`config.mk`:
```
export PLATFORM = sky130hd
export DESIGN_NAME = map_text_tokenizer
export DESIGN_NICKNAME = d
export VERILOG_FILES = /design/src/rtl/core/mtt_pkg.sv /design/src/rtl/core/map_text_tokenizer.sv /design/src/rtl/core/mtt_queue.sv /design/src/rtl/core/mtt_front.sv /design/src/rtl/core/mtt_back.sv
export SDC_FILE = /design/constraint.sdc
export NUM_CORES = 1
export LEC_CHECK = 0
export BUFFER_PORTS_ARGS = -buffer_cell sky130_fd_sc_hd__clkbuf_2
export CAP_MARGIN = 0
export CORE_MARGIN = 4
export CORE_UTILIZATION = 60
export DETAILED_ROUTE_END_ITERATION = 7
export PLACE_DENSITY = 0.86
export SLEW_MARGIN = 5
export SYNTH_ARGS = -nofsm -noshare
export SYNTH_HDL_FRONTEND = slang
export SYNTH_HIERARCHICAL = 1
export SYNTH_SLANG_ARGS = --single-unit
```
`constraint.sdc`:
```
create_clock -name clock -period 6.31 [get_ports clock]
set_clock_uncertainty 0.15 [all_clocks]
set_input_delay 0.631 -clock clock [delete_from_list [all_inputs] [get_ports clock]]
set_output_delay 0.631 -clock clock [all_outputs]
set_load 0.01 [all_outputs]
```
`src/rtl/core/mtt_pkg.sv`:
```
// shared types, codes and helpers for the text tokenizer
package mtt_pkg;

   // line counter width default and reported line width
   localparam int LINE_BITS_DEF = 32;
   localparam int LINE_W        = 32;

   // entries in the front-to-back queue
   localparam int QUEUE_DEPTH = 4;

   // most result items one input byte can cause
   localparam int MAX_EV = 4;

   // character codes
   localparam logic [7:0] CH_EOT     = 8'h00;
   localparam logic [7:0] CH_NL      = 8'h0a;
   localparam logic [7:0] CH_SPACE   = 8'h20;
   localparam logic [7:0] CH_TAB     = 8'h09;
   localparam logic [7:0] CH_CR      = 8'h0d;
   localparam logic [7:0] CH_SLASH   = 8'h2f;
   localparam logic [7:0] CH_QUOTE   = 8'h22;
   localparam logic [7:0] CH_LBRACE  = 8'h7b;
   localparam logic [7:0] CH_RBRACE  = 8'h7d;
   localparam logic [7:0] CH_LPAREN  = 8'h28;
   localparam logic [7:0] CH_RPAREN  = 8'h29;
   localparam logic [7:0] CH_LBRACK  = 8'h5b;
   localparam logic [7:0] CH_RBRACK  = 8'h5d;

   // event codes
   localparam logic [1:0] EV_BEGIN   = 2'd0;
   localparam logic [1:0] EV_CONTENT = 2'd1;
   localparam logic [1:0] EV_END     = 2'd2;
   localparam logic [1:0] EV_EOT     = 2'd3;

   // token kinds
   localparam logic [2:0] KIND_WORD   = 3'd0;
   localparam logic [2:0] KIND_QUOTED = 3'd1;
   localparam logic [2:0] KIND_LBRACE = 3'd2;
   localparam logic [2:0] KIND_RBRACE = 3'd3;
   localparam logic [2:0] KIND_LPAREN = 3'd4;
   localparam logic [2:0] KIND_RPAREN = 3'd5;
   localparam logic [2:0] KIND_LBRACK = 3'd6;
   localparam logic [2:0] KIND_RBRACK = 3'd7;

   // one result item without line and last
   typedef struct packed {
      logic [1:0] event_res;
      logic [2:0] token_kind;
      logic [7:0] data;
   } entry_type;

   // all results of one input byte
   typedef struct packed {
      entry_type [MAX_EV-1:0] ent;
      logic [2:0]             count;
      logic [LINE_W-1:0]      line;
   } bundle_type;

   // queue status seen by the front
   typedef struct packed {
      logic full;
   } q_status_type;

   // c-locale whitespace
   function automatic logic is_space(input logic [7:0] c);
      return (c == CH_SPACE) || ((c >= CH_TAB) && (c <= CH_CR));
   endfunction

   // bracket kind, word kind when not a bracket
   function automatic logic [2:0] bracket_kind(input logic [7:0] c);
      logic [2:0] k;
      k = KIND_WORD;
      unique case (c)
         CH_LBRACE: k = KIND_LBRACE;
         CH_RBRACE: k = KIND_RBRACE;
         CH_LPAREN: k = KIND_LPAREN;
         CH_RPAREN: k = KIND_RPAREN;
         CH_LBRACK: k = KIND_LBRACK;
         CH_RBRACK: k = KIND_RBRACK;
         default:   k = KIND_WORD;
      endcase
      return k;
   endfunction

endpackage

```
`src/rtl/core/map_text_tokenizer.sv`:
```
// top level of the byte-serial text tokenizer
//
//  port group   dir  payload
//  req_*        in   tdata[7:0] ch
//  rsp_*        out  tdata[7:0] data, [39:8] line; tuser[1:0] event_res,
//                    [4:2] token_kind; tlast last
//  csr_*        in   wdata[0] first_line (also loads the line counter)
//
// one source byte is taken per cycle while the four-entry bundle queue has room
// each byte yields zero to four result items, sent one per cycle from the back
// while rsp_tready is high; sustained rate is one byte per cycle for bytes with at
// most one result, otherwise the back end's one-item-per-cycle output sets the pace
// synchronous reset returns to idle with line counter 1; a result item is registered
// in the bundle queue and then in the output register, and holds while rsp_tready is low
module map_text_tokenizer import mtt_pkg::*; #(
   parameter int LINE_BITS = LINE_BITS_DEF
) (
   input  logic        clock,
   input  logic        reset,
   input  logic        req_tvalid,
   output logic        req_tready,
   input  logic [7:0]  req_tdata,   // ch
   output logic        rsp_tvalid,
   input  logic        rsp_tready,
   output logic [39:0] rsp_tdata,   // data, line
   output logic [4:0]  rsp_tuser,   // event_res, token_kind
   output logic        rsp_tlast,
   input  logic        csr_wen,
   input  logic [0:0]  csr_wdata
);

   q_status_type q_status;
   logic         q_push;
   bundle_type   push_bundle;
   logic         q_pop;
   logic         q_valid;
   logic [$bits(bundle_type)-1:0] head_bits;
   bundle_type   head_bundle;

   assign head_bundle = bundle_type'(head_bits);

   // front end: classify bytes
   mtt_front #(
      .LINE_BITS (LINE_BITS)
   ) u_front (
      .clock      (clock),
      .reset      (reset),
      .req_tvalid (req_tvalid),
      .req_tready (req_tready),
      .req_tdata  (req_tdata),
      .csr_wen    (csr_wen),
      .csr_wdata  (csr_wdata),
      .q_status   (q_status),
      .q_push     (q_push),
      .q_bundle   (push_bundle)
   );

   // bundle queue
   mtt_queue #(
      .WIDTH ($bits(bundle_type)),
      .DEPTH (QUEUE_DEPTH)
   ) u_queue (
      .clock  (clock),
      .reset  (reset),
      .push   (q_push),
      .wdata  (push_bundle),
      .status (q_status),
      .pop    (q_pop),
      .rvalid (q_valid),
      .rdata  (head_bits)
   );

   // back end: emit result items
   mtt_back u_back (
      .clock      (clock),
      .reset      (reset),
      .q_valid    (q_valid),
      .q_bundle   (head_bundle),
      .q_pop      (q_pop),
      .rsp_tvalid (rsp_tvalid),
      .rsp_tready (rsp_tready),
      .rsp_tdata  (rsp_tdata),
      .rsp_tuser  (rsp_tuser),
      .rsp_tlast  (rsp_tlast)
   );

endmodule

```
`src/rtl/core/mtt_queue.sv`:
```
// small register fifo between front and back
module mtt_queue import mtt_pkg::*; #(
   parameter int WIDTH = 8,
   parameter int DEPTH = QUEUE_DEPTH
) (
   input  logic             clock,
   input  logic             reset,
   input  logic             push,
   input  logic [WIDTH-1:0] wdata,
   output q_status_type     status,
   input  logic             pop,
   output logic             rvalid,
   output logic [WIDTH-1:0] rdata
);

   localparam int PTR_W = (DEPTH > 1) ? $clog2(DEPTH) : 1;
   localparam int CNT_W = $clog2(DEPTH + 1);

   logic [WIDTH-1:0] mem_ff [DEPTH];
   logic [PTR_W-1:0] wr_ptr_ff, wr_ptr_in;
   logic [PTR_W-1:0] rd_ptr_ff, rd_ptr_in;
   logic [CNT_W-1:0] count_ff, count_in;
   logic             do_push, do_pop;

   assign do_push     = push && !status.full;
   assign do_pop      = pop && rvalid;
   assign status.full = (count_ff == CNT_W'(DEPTH));
   assign rvalid      = (count_ff != '0);
   assign rdata       = mem_ff[rd_ptr_ff];

   // pointer and count update
   always_comb begin
      wr_ptr_in = wr_ptr_ff;
      rd_ptr_in = rd_ptr_ff;
      count_in  = count_ff;
      if (do_push) begin
         wr_ptr_in = (wr_ptr_ff == PTR_W'(DEPTH - 1)) ? '0 : wr_ptr_ff + 1'b1;
      end
      if (do_pop) begin
         rd_ptr_in = (rd_ptr_ff == PTR_W'(DEPTH - 1)) ? '0 : rd_ptr_ff + 1'b1;
      end
      if (do_push && !do_pop) begin
         count_in = count_ff + 1'b1;
      end else if (!do_push && do_pop) begin
         count_in = count_ff - 1'b1;
      end
   end

   always_ff @(posedge clock) begin
      if (reset) begin
         wr_ptr_ff <= '0;
         rd_ptr_ff <= '0;
         count_ff  <= '0;
      end else begin
         wr_ptr_ff <= wr_ptr_in;
         rd_ptr_ff <= rd_ptr_in;
         count_ff  <= count_in;
      end
   end

   // storage
   always_ff @(posedge clock) begin
      if (do_push) begin
         mem_ff[wr_ptr_ff] <= wdata;
      end
   end

endmodule

```
`src/rtl/core/mtt_front.sv`:
```
// front: takes source bytes, tracks mode and line, builds result bundles
module mtt_front import mtt_pkg::*; #(
   parameter int LINE_BITS = LINE_BITS_DEF
) (
   input  logic         clock,
   input  logic         reset,
   input  logic         req_tvalid,
   output logic         req_tready,
   input  logic [7:0]   req_tdata,
   input  logic         csr_wen,
   input  logic [0:0]   csr_wdata,
   input  q_status_type q_status,
   output logic         q_push,
   output bundle_type   q_bundle
);

   localparam logic [2:0] MODE_IDLE    = 3'd0;
   localparam logic [2:0] MODE_SLASH   = 3'd1;
   localparam logic [2:0] MODE_COMMENT = 3'd2;
   localparam logic [2:0] MODE_WORD    = 3'd3;
   localparam logic [2:0] MODE_QUOTED  = 3'd4;

   logic [2:0]           mode_ff, mode_in;
   logic [LINE_BITS-1:0] line_ff, line_in;
   logic [LINE_W-1:0]    line_rep;
   logic                 accept;
   logic                 nl;
   logic                 do_word;
   logic [2:0]           n;
   entry_type [MAX_EV-1:0] ent;
   logic [7:0]           c;
   logic [2:0]           bk;

   assign c          = req_tdata;
   assign bk         = bracket_kind(c);
   assign req_tready = !q_status.full;
   assign accept     = req_tvalid && req_tready;

   // reported line, clamped to the output width
   generate
      if (LINE_BITS > LINE_W) begin : g_clamp
         assign line_rep = (|line_ff[LINE_BITS-1:LINE_W]) ? '1 : line_ff[LINE_W-1:0];
      end else begin : g_ext
         assign line_rep = LINE_W'(line_ff);
      end
   endgenerate

   // per-byte decode into up to four result items
   always_comb begin
      mode_in = mode_ff;
      nl      = 1'b0;
      do_word = 1'b0;
      n       = '0;
      ent     = '0;
      unique case (mode_ff)
         MODE_SLASH: begin
            if (c == CH_SLASH) begin
               mode_in = MODE_COMMENT;
            end else begin
               ent[n[1:0]] = '{EV_BEGIN, KIND_WORD, 8'h00};
               n = n + 3'd1;
               ent[n[1:0]] = '{EV_CONTENT, KIND_WORD, CH_SLASH};
               n = n + 3'd1;
               do_word = 1'b1;
            end
         end
         MODE_COMMENT: begin
            if (c == CH_EOT) begin
               ent[n[1:0]] = '{EV_EOT, KIND_WORD, 8'h00};
               n = n + 3'd1;
               mode_in = MODE_IDLE;
            end else if (c == CH_NL) begin
               nl = 1'b1;
               mode_in = MODE_IDLE;
            end
         end
         MODE_WORD: begin
            do_word = 1'b1;
         end
         MODE_QUOTED: begin
            if (c == CH_EOT) begin
               ent[n[1:0]] = '{EV_END, KIND_QUOTED, 8'h00};
               n = n + 3'd1;
               ent[n[1:0]] = '{EV_EOT, KIND_WORD, 8'h00};
               n = n + 3'd1;
               mode_in = MODE_IDLE;
            end else if (c == CH_QUOTE) begin
               ent[n[1:0]] = '{EV_END, KIND_QUOTED, 8'h00};
               n = n + 3'd1;
               mode_in = MODE_IDLE;
            end else begin
               ent[n[1:0]] = '{EV_CONTENT, KIND_QUOTED, c};
               n = n + 3'd1;
            end
         end
         default: begin
            mode_in = MODE_IDLE;
            if (c == CH_EOT) begin
               ent[n[1:0]] = '{EV_EOT, KIND_WORD, 8'h00};
               n = n + 3'd1;
            end else if (c == CH_NL) begin
               nl = 1'b1;
            end else if (is_space(c)) begin
               mode_in = MODE_IDLE;
            end else if (c == CH_SLASH) begin
               mode_in = MODE_SLASH;
            end else if (bk != KIND_WORD) begin
               ent[n[1:0]] = '{EV_BEGIN, bk, 8'h00};
               n = n + 3'd1;
            end else if (c == CH_QUOTE) begin
               ent[n[1:0]] = '{EV_BEGIN, KIND_QUOTED, 8'h00};
               n = n + 3'd1;
               mode_in = MODE_QUOTED;
            end else begin
               ent[n[1:0]] = '{EV_BEGIN, KIND_WORD, 8'h00};
               n = n + 3'd1;
               ent[n[1:0]] = '{EV_CONTENT, KIND_WORD, c};
               n = n + 3'd1;
               mode_in = MODE_WORD;
            end
         end
      endcase

      // byte seen while a word is open
      if (do_word) begin
         if (c == CH_EOT) begin
            ent[n[1:0]] = '{EV_END, KIND_WORD, 8'h00};
            n = n + 3'd1;
            ent[n[1:0]] = '{EV_EOT, KIND_WORD, 8'h00};
            n = n + 3'd1;
            mode_in = MODE_IDLE;
         end else if (is_space(c)) begin
            ent[n[1:0]] = '{EV_END, KIND_WORD, 8'h00};
            n = n + 3'd1;
            nl = (c == CH_NL);
            mode_in = MODE_IDLE;
         end else if (bk != KIND_WORD) begin
            ent[n[1:0]] = '{EV_END, KIND_WORD, 8'h00};
            n = n + 3'd1;
            ent[n[1:0]] = '{EV_BEGIN, bk, 8'h00};
            n = n + 3'd1;
            mode_in = MODE_IDLE;
         end else if (c == CH_QUOTE) begin
            ent[n[1:0]] = '{EV_END, KIND_WORD, 8'h00};
            n = n + 3'd1;
            ent[n[1:0]] = '{EV_BEGIN, KIND_QUOTED, 8'h00};
            n = n + 3'd1;
            mode_in = MODE_QUOTED;
         end else begin
            ent[n[1:0]] = '{EV_CONTENT, KIND_WORD, c};
            n = n + 3'd1;
            mode_in = MODE_WORD;
         end
      end
   end

   // saturating line counter
   always_comb begin
      line_in = line_ff;
      if (accept && nl && (line_ff != '1)) begin
         line_in = line_ff + 1'b1;
      end
   end

   assign q_push         = accept && (n != '0);
   assign q_bundle.ent   = ent;
   assign q_bundle.count = n;
   assign q_bundle.line  = line_rep;

   always_ff @(posedge clock) begin
      if (reset) begin
         mode_ff <= MODE_IDLE;
         line_ff <= LINE_BITS'(1);
      end else begin
         if (accept) begin
            mode_ff <= mode_in;
         end
         if (csr_wen) begin
            line_ff <= LINE_BITS'(csr_wdata);
         end else begin
            line_ff <= line_in;
         end
      end
   end

endmodule

```
`src/rtl/core/mtt_back.sv`:
```
// back: walks each bundle one result item per cycle into the output register unless stalled by rsp_tready
module mtt_back import mtt_pkg::*; (
   input  logic        clock,
   input  logic        reset,
   input  logic        q_valid,
   input  bundle_type  q_bundle,
   output logic        q_pop,
   output logic        rsp_tvalid,
   input  logic        rsp_tready,
   output logic [39:0] rsp_tdata,
   output logic [4:0]  rsp_tuser,
   output logic        rsp_tlast
);

   localparam int IDX_W = $clog2(MAX_EV);

   logic [IDX_W-1:0] idx_ff, idx_in;
   logic             valid_ff, valid_in;
   entry_type        ent_ff, ent_in;
   logic [LINE_W-1:0] line_ff, line_in;
   logic             last_ff, last_in;
   logic             load;
   logic             is_last;

   assign load    = q_valid && (!valid_ff || rsp_tready);
   assign is_last = (3'({1'b0, idx_ff}) + 3'd1) == q_bundle.count;
   assign q_pop   = load && is_last;

   // next output register contents
   always_comb begin
      idx_in   = idx_ff;
      valid_in = valid_ff;
      ent_in   = ent_ff;
      line_in  = line_ff;
      last_in  = last_ff;
      if (load) begin
         valid_in = 1'b1;
         ent_in   = q_bundle.ent[idx_ff];
         line_in  = q_bundle.line;
         last_in  = is_last;
         idx_in   = is_last ? '0 : idx_ff + 1'b1;
      end else if (rsp_tready) begin
         valid_in = 1'b0;
      end
   end

   always_ff @(posedge clock) begin
      if (reset) begin
         idx_ff   <= '0;
         valid_ff <= 1'b0;
      end else begin
         idx_ff   <= idx_in;
         valid_ff <= valid_in;
      end
   end

   always_ff @(posedge clock) begin
      ent_ff  <= ent_in;
      line_ff <= line_in;
      last_ff <= last_in;
   end

   assign rsp_tvalid = valid_ff;
   assign rsp_tdata  = {line_ff, ent_ff.data};
   assign rsp_tuser  = {ent_ff.token_kind, ent_ff.event_res};
   assign rsp_tlast  = last_ff;

endmodule
```
### After elaboration in Yosys (flattened, before gate mapping)

Memory sizes are Yosys's and may differ from the RTL's. A register that Yosys moved wholly into a read port is not among the register bits.
Index checks and enable logic that the tools add are counted.

* memories kept: 1
* memory bits (writable): 348
* input port bits: 14
* output and inout port bits: 48
* logic and storage cells: 172
* flip-flop bits (word level): 91

* reductions and logical operators: 30
* bitwise gates (word level): 9
* eq/ne operators: 23
* $add $sub $neg: 9
* mux-type cells: 80
* magnitude comparators: 7

Memories
* u_queue.mem_ff: depth 4, bits a word 87, read ports 1, clocked after Yosys merged registers in 1, wr ports 1, line mtt_queue.sv:19 `logic [WIDTH-1:0] mem_ff [DEPTH];`

Operators by type and width (number)
* $mux W52: 5
* $mux W13: 10
* $bwmux W52: 2
* $not A48 Y48: 2
* $mux W26: 3
* $mux W3: 26
* $demux W13 S2: 2
* $pmux W13 S4: 1
* $and A24 B48 Y48: 1
* $and A48 B48 Y48: 1
* $and A44 B44 Y44: 1
* $not A44 Y44: 1
* $eq A8 B6 Y1 const B: 5
* $pmux W13 S3: 1
* $add A32 B1 Y32 const B: 1
* $eq A8 B7 Y1 const B: 4
* $ne A32 B32 Y1 const B: 1
* $bmux W13 S2: 1
* $mux W25: 1
* $pmux W3 S4: 2
* $pmux W3 S6: 1
* $mux W2: 8
* $mux W1: 14
* $logic_and A1 B1 Y1: 13
* other kinds (31): 51

### Depth between registers and ports, before layout

* word-level depth: 23
* depth in mapped cells: 17
* mapped depth without buffers: 14

### Hierarchy

Netlist, hierarchy kept.

By module, submodules not included
* mtt_queue: seq. area each 10630.2 um2, times used 1, cells an instance 505, area an instance 13026.2 um2
* mtt_front: seq. area each 700.7 um2, times used 1, cells an instance 473, area an instance 3209.3 um2
* mtt_back: seq. area each 1441.4 um2, times used 1, cells an instance 82, area an instance 1915.6 um2

### Worst setup path before layout

Ideal clock, no wire load.

* path kind: input port to flip-flop
* start point: in req_tdata[7]
* end point: mem u_queue/mem_ff[3][0] (netlist bit) (enable)
* slack: 0.763 ns
* data required time: 5.704 ns
* cell stages on the path: 10
* buffers on the path: 3
* setup time: 0.456 ns
* arrival time: 4.941 ns
* cells stage by stage: clkbuf_1 and4b_1 and3_1 clkbuf_1 or3_1 clkbuf_1 a2111oi_0 nor3_1 a41oi_1 and3_1

* word-level cells in the longest chain between the ends: 21
* elaborated cells on any way between the ends: 41
* those cells by class: add/sub: 2; order compare: 2; eq/ne: 10; mux: 20; reduce/logical: 7

RTL lines
* start, declared: line map_text_tokenizer.sv:22 `input logic [7:0] req_tdata,`
* $eq A8 B7 Y1 or $eq A8 B6 Y1 (tied branches): line mtt_pkg.sv:73 `unique case (c)`
* $pmux W3 S6: line mtt_pkg.sv:73
* $reduce_bool A3 Y1: line mtt_front.sv:107, mtt_front.sv:137
* $mux W3: line mtt_front.sv:107 `end else if (bk != KIND_WORD) begin`
* $mux W3: line mtt_front.sv:105 `end else if (c == CH_SLASH) begin`
* $mux W3: line mtt_front.sv:103 `end else if (is_space(c)) begin`
* $mux W3: line mtt_front.sv:101 `end else if (c == CH_NL) begin`
* $mux W3: line mtt_front.sv:98 `if (c == CH_EOT) begin`
* [... 6 more ...]
* $mux W3: line mtt_front.sv:126 `if (c == CH_EOT) begin`
* $mux W3 (*): line mtt_front.sv:125 `if (do_word) begin`
* $reduce_bool A3 Y1 (*): line mtt_front.sv:165 `assign q_push = accept && (n != '0);`
* $logic_and A1 B1 Y1 (*): line mtt_front.sv:165
* named net q_push: line map_text_tokenizer.sv:33 `logic q_push;`
* $logic_and A1 B1 Y1 (*): line mtt_queue.sv:25 `assign do_push = push && !status.full;`
* $mux W1 (*): line mtt_queue.sv:63 `if (do_push) begin`
* $mux W1 (implied by the code) (*): line mtt_queue.sv:64 `mem_ff[wr_ptr_ff] <= wdata;`
* end, declared: line mtt_queue.sv:19

Mark *: on every way through the listed nets, which the timed path passes. The rest lies on a longest branch.

### Worst setup path in the final report

* start point: in req_tdata[4]
* end point: reg u_queue.count_ff[2]

* word-level cells in the longest chain between the ends: 22
* elaborated cells on any way between the ends: 44
* those cells by class: add/sub: 2; order compare: 2; eq/ne: 10; mux: 19; reduce/logical: 11

RTL lines
* $eq A8 B7 Y1 or $eq A8 B6 Y1 (tied branches): line mtt_pkg.sv:73
* $pmux W3 S6: line mtt_pkg.sv:73
* $reduce_bool A3 Y1: line mtt_front.sv:107, mtt_front.sv:137
* $mux W3: line mtt_front.sv:107
* $mux W3: line mtt_front.sv:105
* $mux W3: line mtt_front.sv:103
* $mux W3: line mtt_front.sv:101
* $mux W3: line mtt_front.sv:98
* [... 8 more ...]
* $reduce_bool A3 Y1 (*): line mtt_front.sv:165
* $logic_and A1 B1 Y1 (*): line mtt_front.sv:165
* named net q_push: line map_text_tokenizer.sv:33
* $logic_and A1 B1 Y1 (*): line mtt_queue.sv:25
* named net u_queue.do_push: line mtt_queue.sv:23 `logic do_push, do_pop;`
* $logic_not A1 Y1: line mtt_queue.sv:44 `end else if (!do_push && do_pop) begin`
* $logic_and A1 B1 Y1: line mtt_queue.sv:44
* $reduce_bool A2 Y1 (no line)
* end signal, assigned: line mtt_queue.sv:57 `count_ff <= count_in;`
* end, declared: line mtt_queue.sv:22 `logic [CNT_W-1:0] count_ff, count_in;`

Marks and branches as above.
A chain may end at the register's enable or synchronous reset.

==> results.txt <==
----------------------------------------------------
[Setup path]
  Critical path capture point type ... register
  Slowest cell on the critical path ... sky130_fd_sc_hd__a41oi_1
  Largest driver fanout on the critical path ... 10
  Series of cell instances along the critical path ... clkbuf_2 > or3_1 > nor3_1 > or3_1 > a221oi_1 > a211o_1 > a41oi_1 > inv_1 > nor2_1 > ha_1 > inv_1 > fa_1 > xor2_1 > or3_1 > a21oi_1
  Critical path start-end classification ... in -> reg
  Arrival @ worst endpoint ... 4.85 ns
  Largest stage delay, worst path ... 0.59 ns
  Top cell by count, worst path ... sky130_fd_sc_hd__or3_1
  Startpoint class of the critical path ... input pin
  Critical Path RT ... 6.62 ns

[STA]
  Final worst-path cycle share ... 72.0%
  Final count of negative-setup-slack endpoints ... 0
  Final Hold Viols ... 0
  Unrepaired setup endpoints after global routing ... false
  Maximum achievable frequency ... 220 MHz
  Transition time at the pin with the least slew margin ... 1.08 ns
  Fin crit period ... 4.54 ns
  Count of pins over their slew limit ... 0
  Worst slew slack as a fraction of its limit ... 27.9%
  Setup tns final ... 0 ns

[Floorplan]
  Starting density of the core ... 61.1%
  Horizontal die dimension ... 182 µm
  Die ar. ... 0.0331 mm²
  Area of the placeable core ... 0.0297 mm²
  I/O pin count ... 62
  Die Span Y ... 182 µm
  Number of placement rows ... 63

[Layout]
  Layout filler cell count ... 1780
  Fin nets ... 1153
  Post-layout util ... 68.2%
  Number of standard cells in the layout, taps in and fillers out ... 1548
  Number of diodes added for antenna fixing ... 0
  Fraction of layout cells with a size suffix above 1 ... 22.1%
  Signed area change from the synthesized netlist to the final layout ... 11.6%

[Placement]
  Port Buf Inserts ... 61
  Placer congestion estimate ... 0.915
  Placed wire-length estimate after detailed placement ... 23300 µm
  Placed cell count ... 1469

[Logic synthesis]
  Combined area of all synthesized cells ... 0.0182 mm²
  Prevailing post-synth register cell ... sky130_fd_sc_hd__edfxtp_1
  Yosys top cell area share ... 65.2%
  Gate count of the mapped netlist ... 1060
  Number of distinct library cells after synthesis ... 69
  Post-synthesis cell type with the largest combined area ... sky130_fd_sc_hd__edfxtp_1
  Number of nets produced by synthesis ... 1089
  Leading cell types by total area after synthesis ... sky130_fd_sc_hd__edfxtp_1 65%, sky130_fd_sc_hd__mux4_2 12%, sky130_fd_sc_hd__dfxtp_1 5.2%
  Number of warning messages in the yosys log ... 6
  Seq/Total Area, Yosys ... 70.4%
  Synthesized flop and latch total ... 441
  Mean instance size in the synthesized netlist ... 17.1 µm²
  Proportion of register bits with asynchronous set or reset after synthesis ... 0%
  Number of enable flip-flop cells after synthesis ... 394

[Clock network]
  Hold-fix buffers at CTS ... 0
  TritonCTS Buffers ... 43
  Clock-pin slew on the worst setup and hold paths ... 0.06 ns
  H-Tree Level Count ... 2
  Number of gates resized after cts ... 0
  Number of buffers between clock root and the deepest sink ... 3
  Clock latency of the later-clocked register in the worst-skew pair ... 0.55 ns
  Post-CTS setup-driven buffer insertion count ... 0
  Clock Sinks ... 441
  Clock tree root buffer cell ... sky130_fd_sc_hd__clkbuf_16
  Clock tree from TritonCTS ... yes

[Routing]
  Drt initial violations ... 1233
  Total vias in the final route ... 10147
  Drt first pass iters ... 6
  DRT antenna net count ... 0
  Post-route DRC ... 0
  Total Wirelength ... 38800 µm
  Vias per cell ... 6.55
  Routed length per placed instance ... 25.1 µm

[GRT]
  First-pass GRT wire length ... 61600 µm
  Vias in the first global route ... 10469
  Antenna violations before repair ... 0
  GRT Util Overall ... 23.9%
  Largest net degree at the start of global routing ... 60
  Total grt overflow ... 0

[Power]
  Power density cells ... 401 mW/mm²
  Power share of the combinational group ... 19.0%
  Static power due to leakage ... 6.69 nW
  Internal power ... 5.95 mW
  Sw Share ... 26.8%
  Portion of total power attributed to sequential cells ... 49.2%
  Clk pwr share ... 31.8%
  Largest vdd supply drop ... 373 µV
  Net load switching power ... 2.18 mW

[Status]
  Run status ... finished clean

[Hold path]
  Worst hold-check path type ... in -> reg

[Run]
  Maximum Capacitance Violations ... 0

----------------------------------------------------
-- critical path, delay by kind of cell --
family / cells / cell delay, ns
XOR/XNOR: 1 / 0.15
adder cells (fa/ha/maj): 2 / 0.65
AND/OR/NAND/NOR: 5 / 1.84
buffers and inverters: 3 / 0.39
AO/OA/AOI/OAI: 4 / 1.16
-- power by group through the flow --
stage / Combinational, mW / Sequential [mW] / Clock [mW]
floorplan: 0.943 / 4.09 / 0
global placement: 1.51 / 4.03 / 0
detailed placement: 1.55 / 4.06 / 0
CTS: 1.57 / 4.01 / 2.62
global route: 1.67 / 4.05 / 2.76
finish: 1.55 / 4.00 / 2.59
-- layer usage --
metal | vias to the layer above | wire, µm | part of all wire (%) | track usage (%)
li1 | 4406 | - | - | -
met2 | 515 | 19500 | 50 | 39.8
met5 | - | 0 | 0 | 0
met3 | 91 | 2850 | 7.3 | 3.83
met1 | 5135 | 15200 | 39 | 33.1
met4 | 0 | 1230 | 3.2 | 7.69
-- path summary, 6_finish.rpt --
kind	end	from	slack (ns)	cells after the start
setup / recovery	u_queue/count_ff[2]	req_tdata[4]	1.77	15
hold / removal	u_front/line_ff[0]	csr_wdata	0.27	3
setup reg to reg	u_queue/count_ff[2]	u_front/mode_ff[0]	2.27	13
hold reg to reg	u_queue/rd_ptr_ff[0]	u_queue/rd_ptr_ff[0]	0.38	2
-- metrics by stage --
step           hold WS (ns)  worst slack [ns]  instance area (µm²)  total power [mW]
2_1_floorplan         0.313             0.763                18200              5.04
5_1_grt               0.271              1.33                20300              8.47
3_3_place_gp          0.319              1.45                18800              5.54
4_1_cts               0.258              1.80                20300              8.19
3_5_place_dp          0.341              1.28                18800              5.61
6_report              0.267              1.77                20300              8.13
-- cell usage after synthesis, drive strengths merged (14+ instances only) --
master,number
and3,21
and2,19
nor2,44
o21ai,31
buf,22
edfxtp,394
or3,25
mux4,100
a21oi,52
clkbuf,39
nand2,49
dfxtp,47
ha,14
inv,18
nand3,29
-- area by class of cell --
class | instances | area (µm²) | share of cell area, %
multi-input cells | 540 | 5000 | 24.7
well taps | 390 | 488 | 2.41
repair buffers | 80 | 485 | 2.40
flip-flops and latches | 441 | 12800 | 63.1
clock inverters | 24 | 256 | 1.27
clock buffers | 55 | 1170 | 5.79
inverters | 18 | 67.6 | 0.334
-- cell families after synthesis --
group | Yosys count | synth area share, %
buffers and inverters | 79 | 2.23
xor gates and xnor gates | 10 | 0.483
DFF | 441 | 70.4
adders and majority gates | 15 | 1.08
AOI/OAI and AO/OA | 157 | 5.62
and+or+nand+nor | 255 | 7.55
muxes | 103 | 12.7
-- flip-flops by register name (all words and copies together) (netlist names), named ones only --
signal,count
u_queue/rd_ptr_ff,2
u_front/line_ff,32
u_back/rsp_tvalid,1
u_back/rsp_tdata,8
u_back/line_ff,32
u_queue/count_ff,3
u_front/mode_ff,3
u_back/idx_ff,2
u_back/rsp_tlast,1
u_queue/wr_ptr_ff,2
u_queue/mem_ff,348
u_back/rsp_tuser,5
-- cells in the final DEF (no fill, tap or decap), types with 8 or more instances in the layout --
cell type                   count
sky130_fd_sc_hd__mux4_2        95
sky130_fd_sc_hd__clkbuf_2      61
sky130_fd_sc_hd__nor2_1        44
sky130_fd_sc_hd__inv_1         17
sky130_fd_sc_hd__buf_4         16
sky130_fd_sc_hd__o31ai_1       12
sky130_fd_sc_hd__nor2b_1        9
sky130_fd_sc_hd__and2_1        18
sky130_fd_sc_hd__o21ai_0       31
sky130_fd_sc_hd__ha_1          14
sky130_fd_sc_hd__nand4_1       10
sky130_fd_sc_hd__clkinv_2       8
sky130_fd_sc_hd__dfxtp_1       45
sky130_fd_sc_hd__nor3_1         9
sky130_fd_sc_hd__and3_1        17
sky130_fd_sc_hd__edfxtp_1     394
sky130_fd_sc_hd__nor4_1         9
sky130_fd_sc_hd__a21oi_1       52
sky130_fd_sc_hd__clkbuf_1       9
sky130_fd_sc_hd__nand3_1       29
sky130_fd_sc_hd__nand2_1       49
sky130_fd_sc_hd__clkbuf_16     45
sky130_fd_sc_hd__or3_1         25
sky130_fd_sc_hd__clkinv_1       8
(Power assumes the default switching activity.)
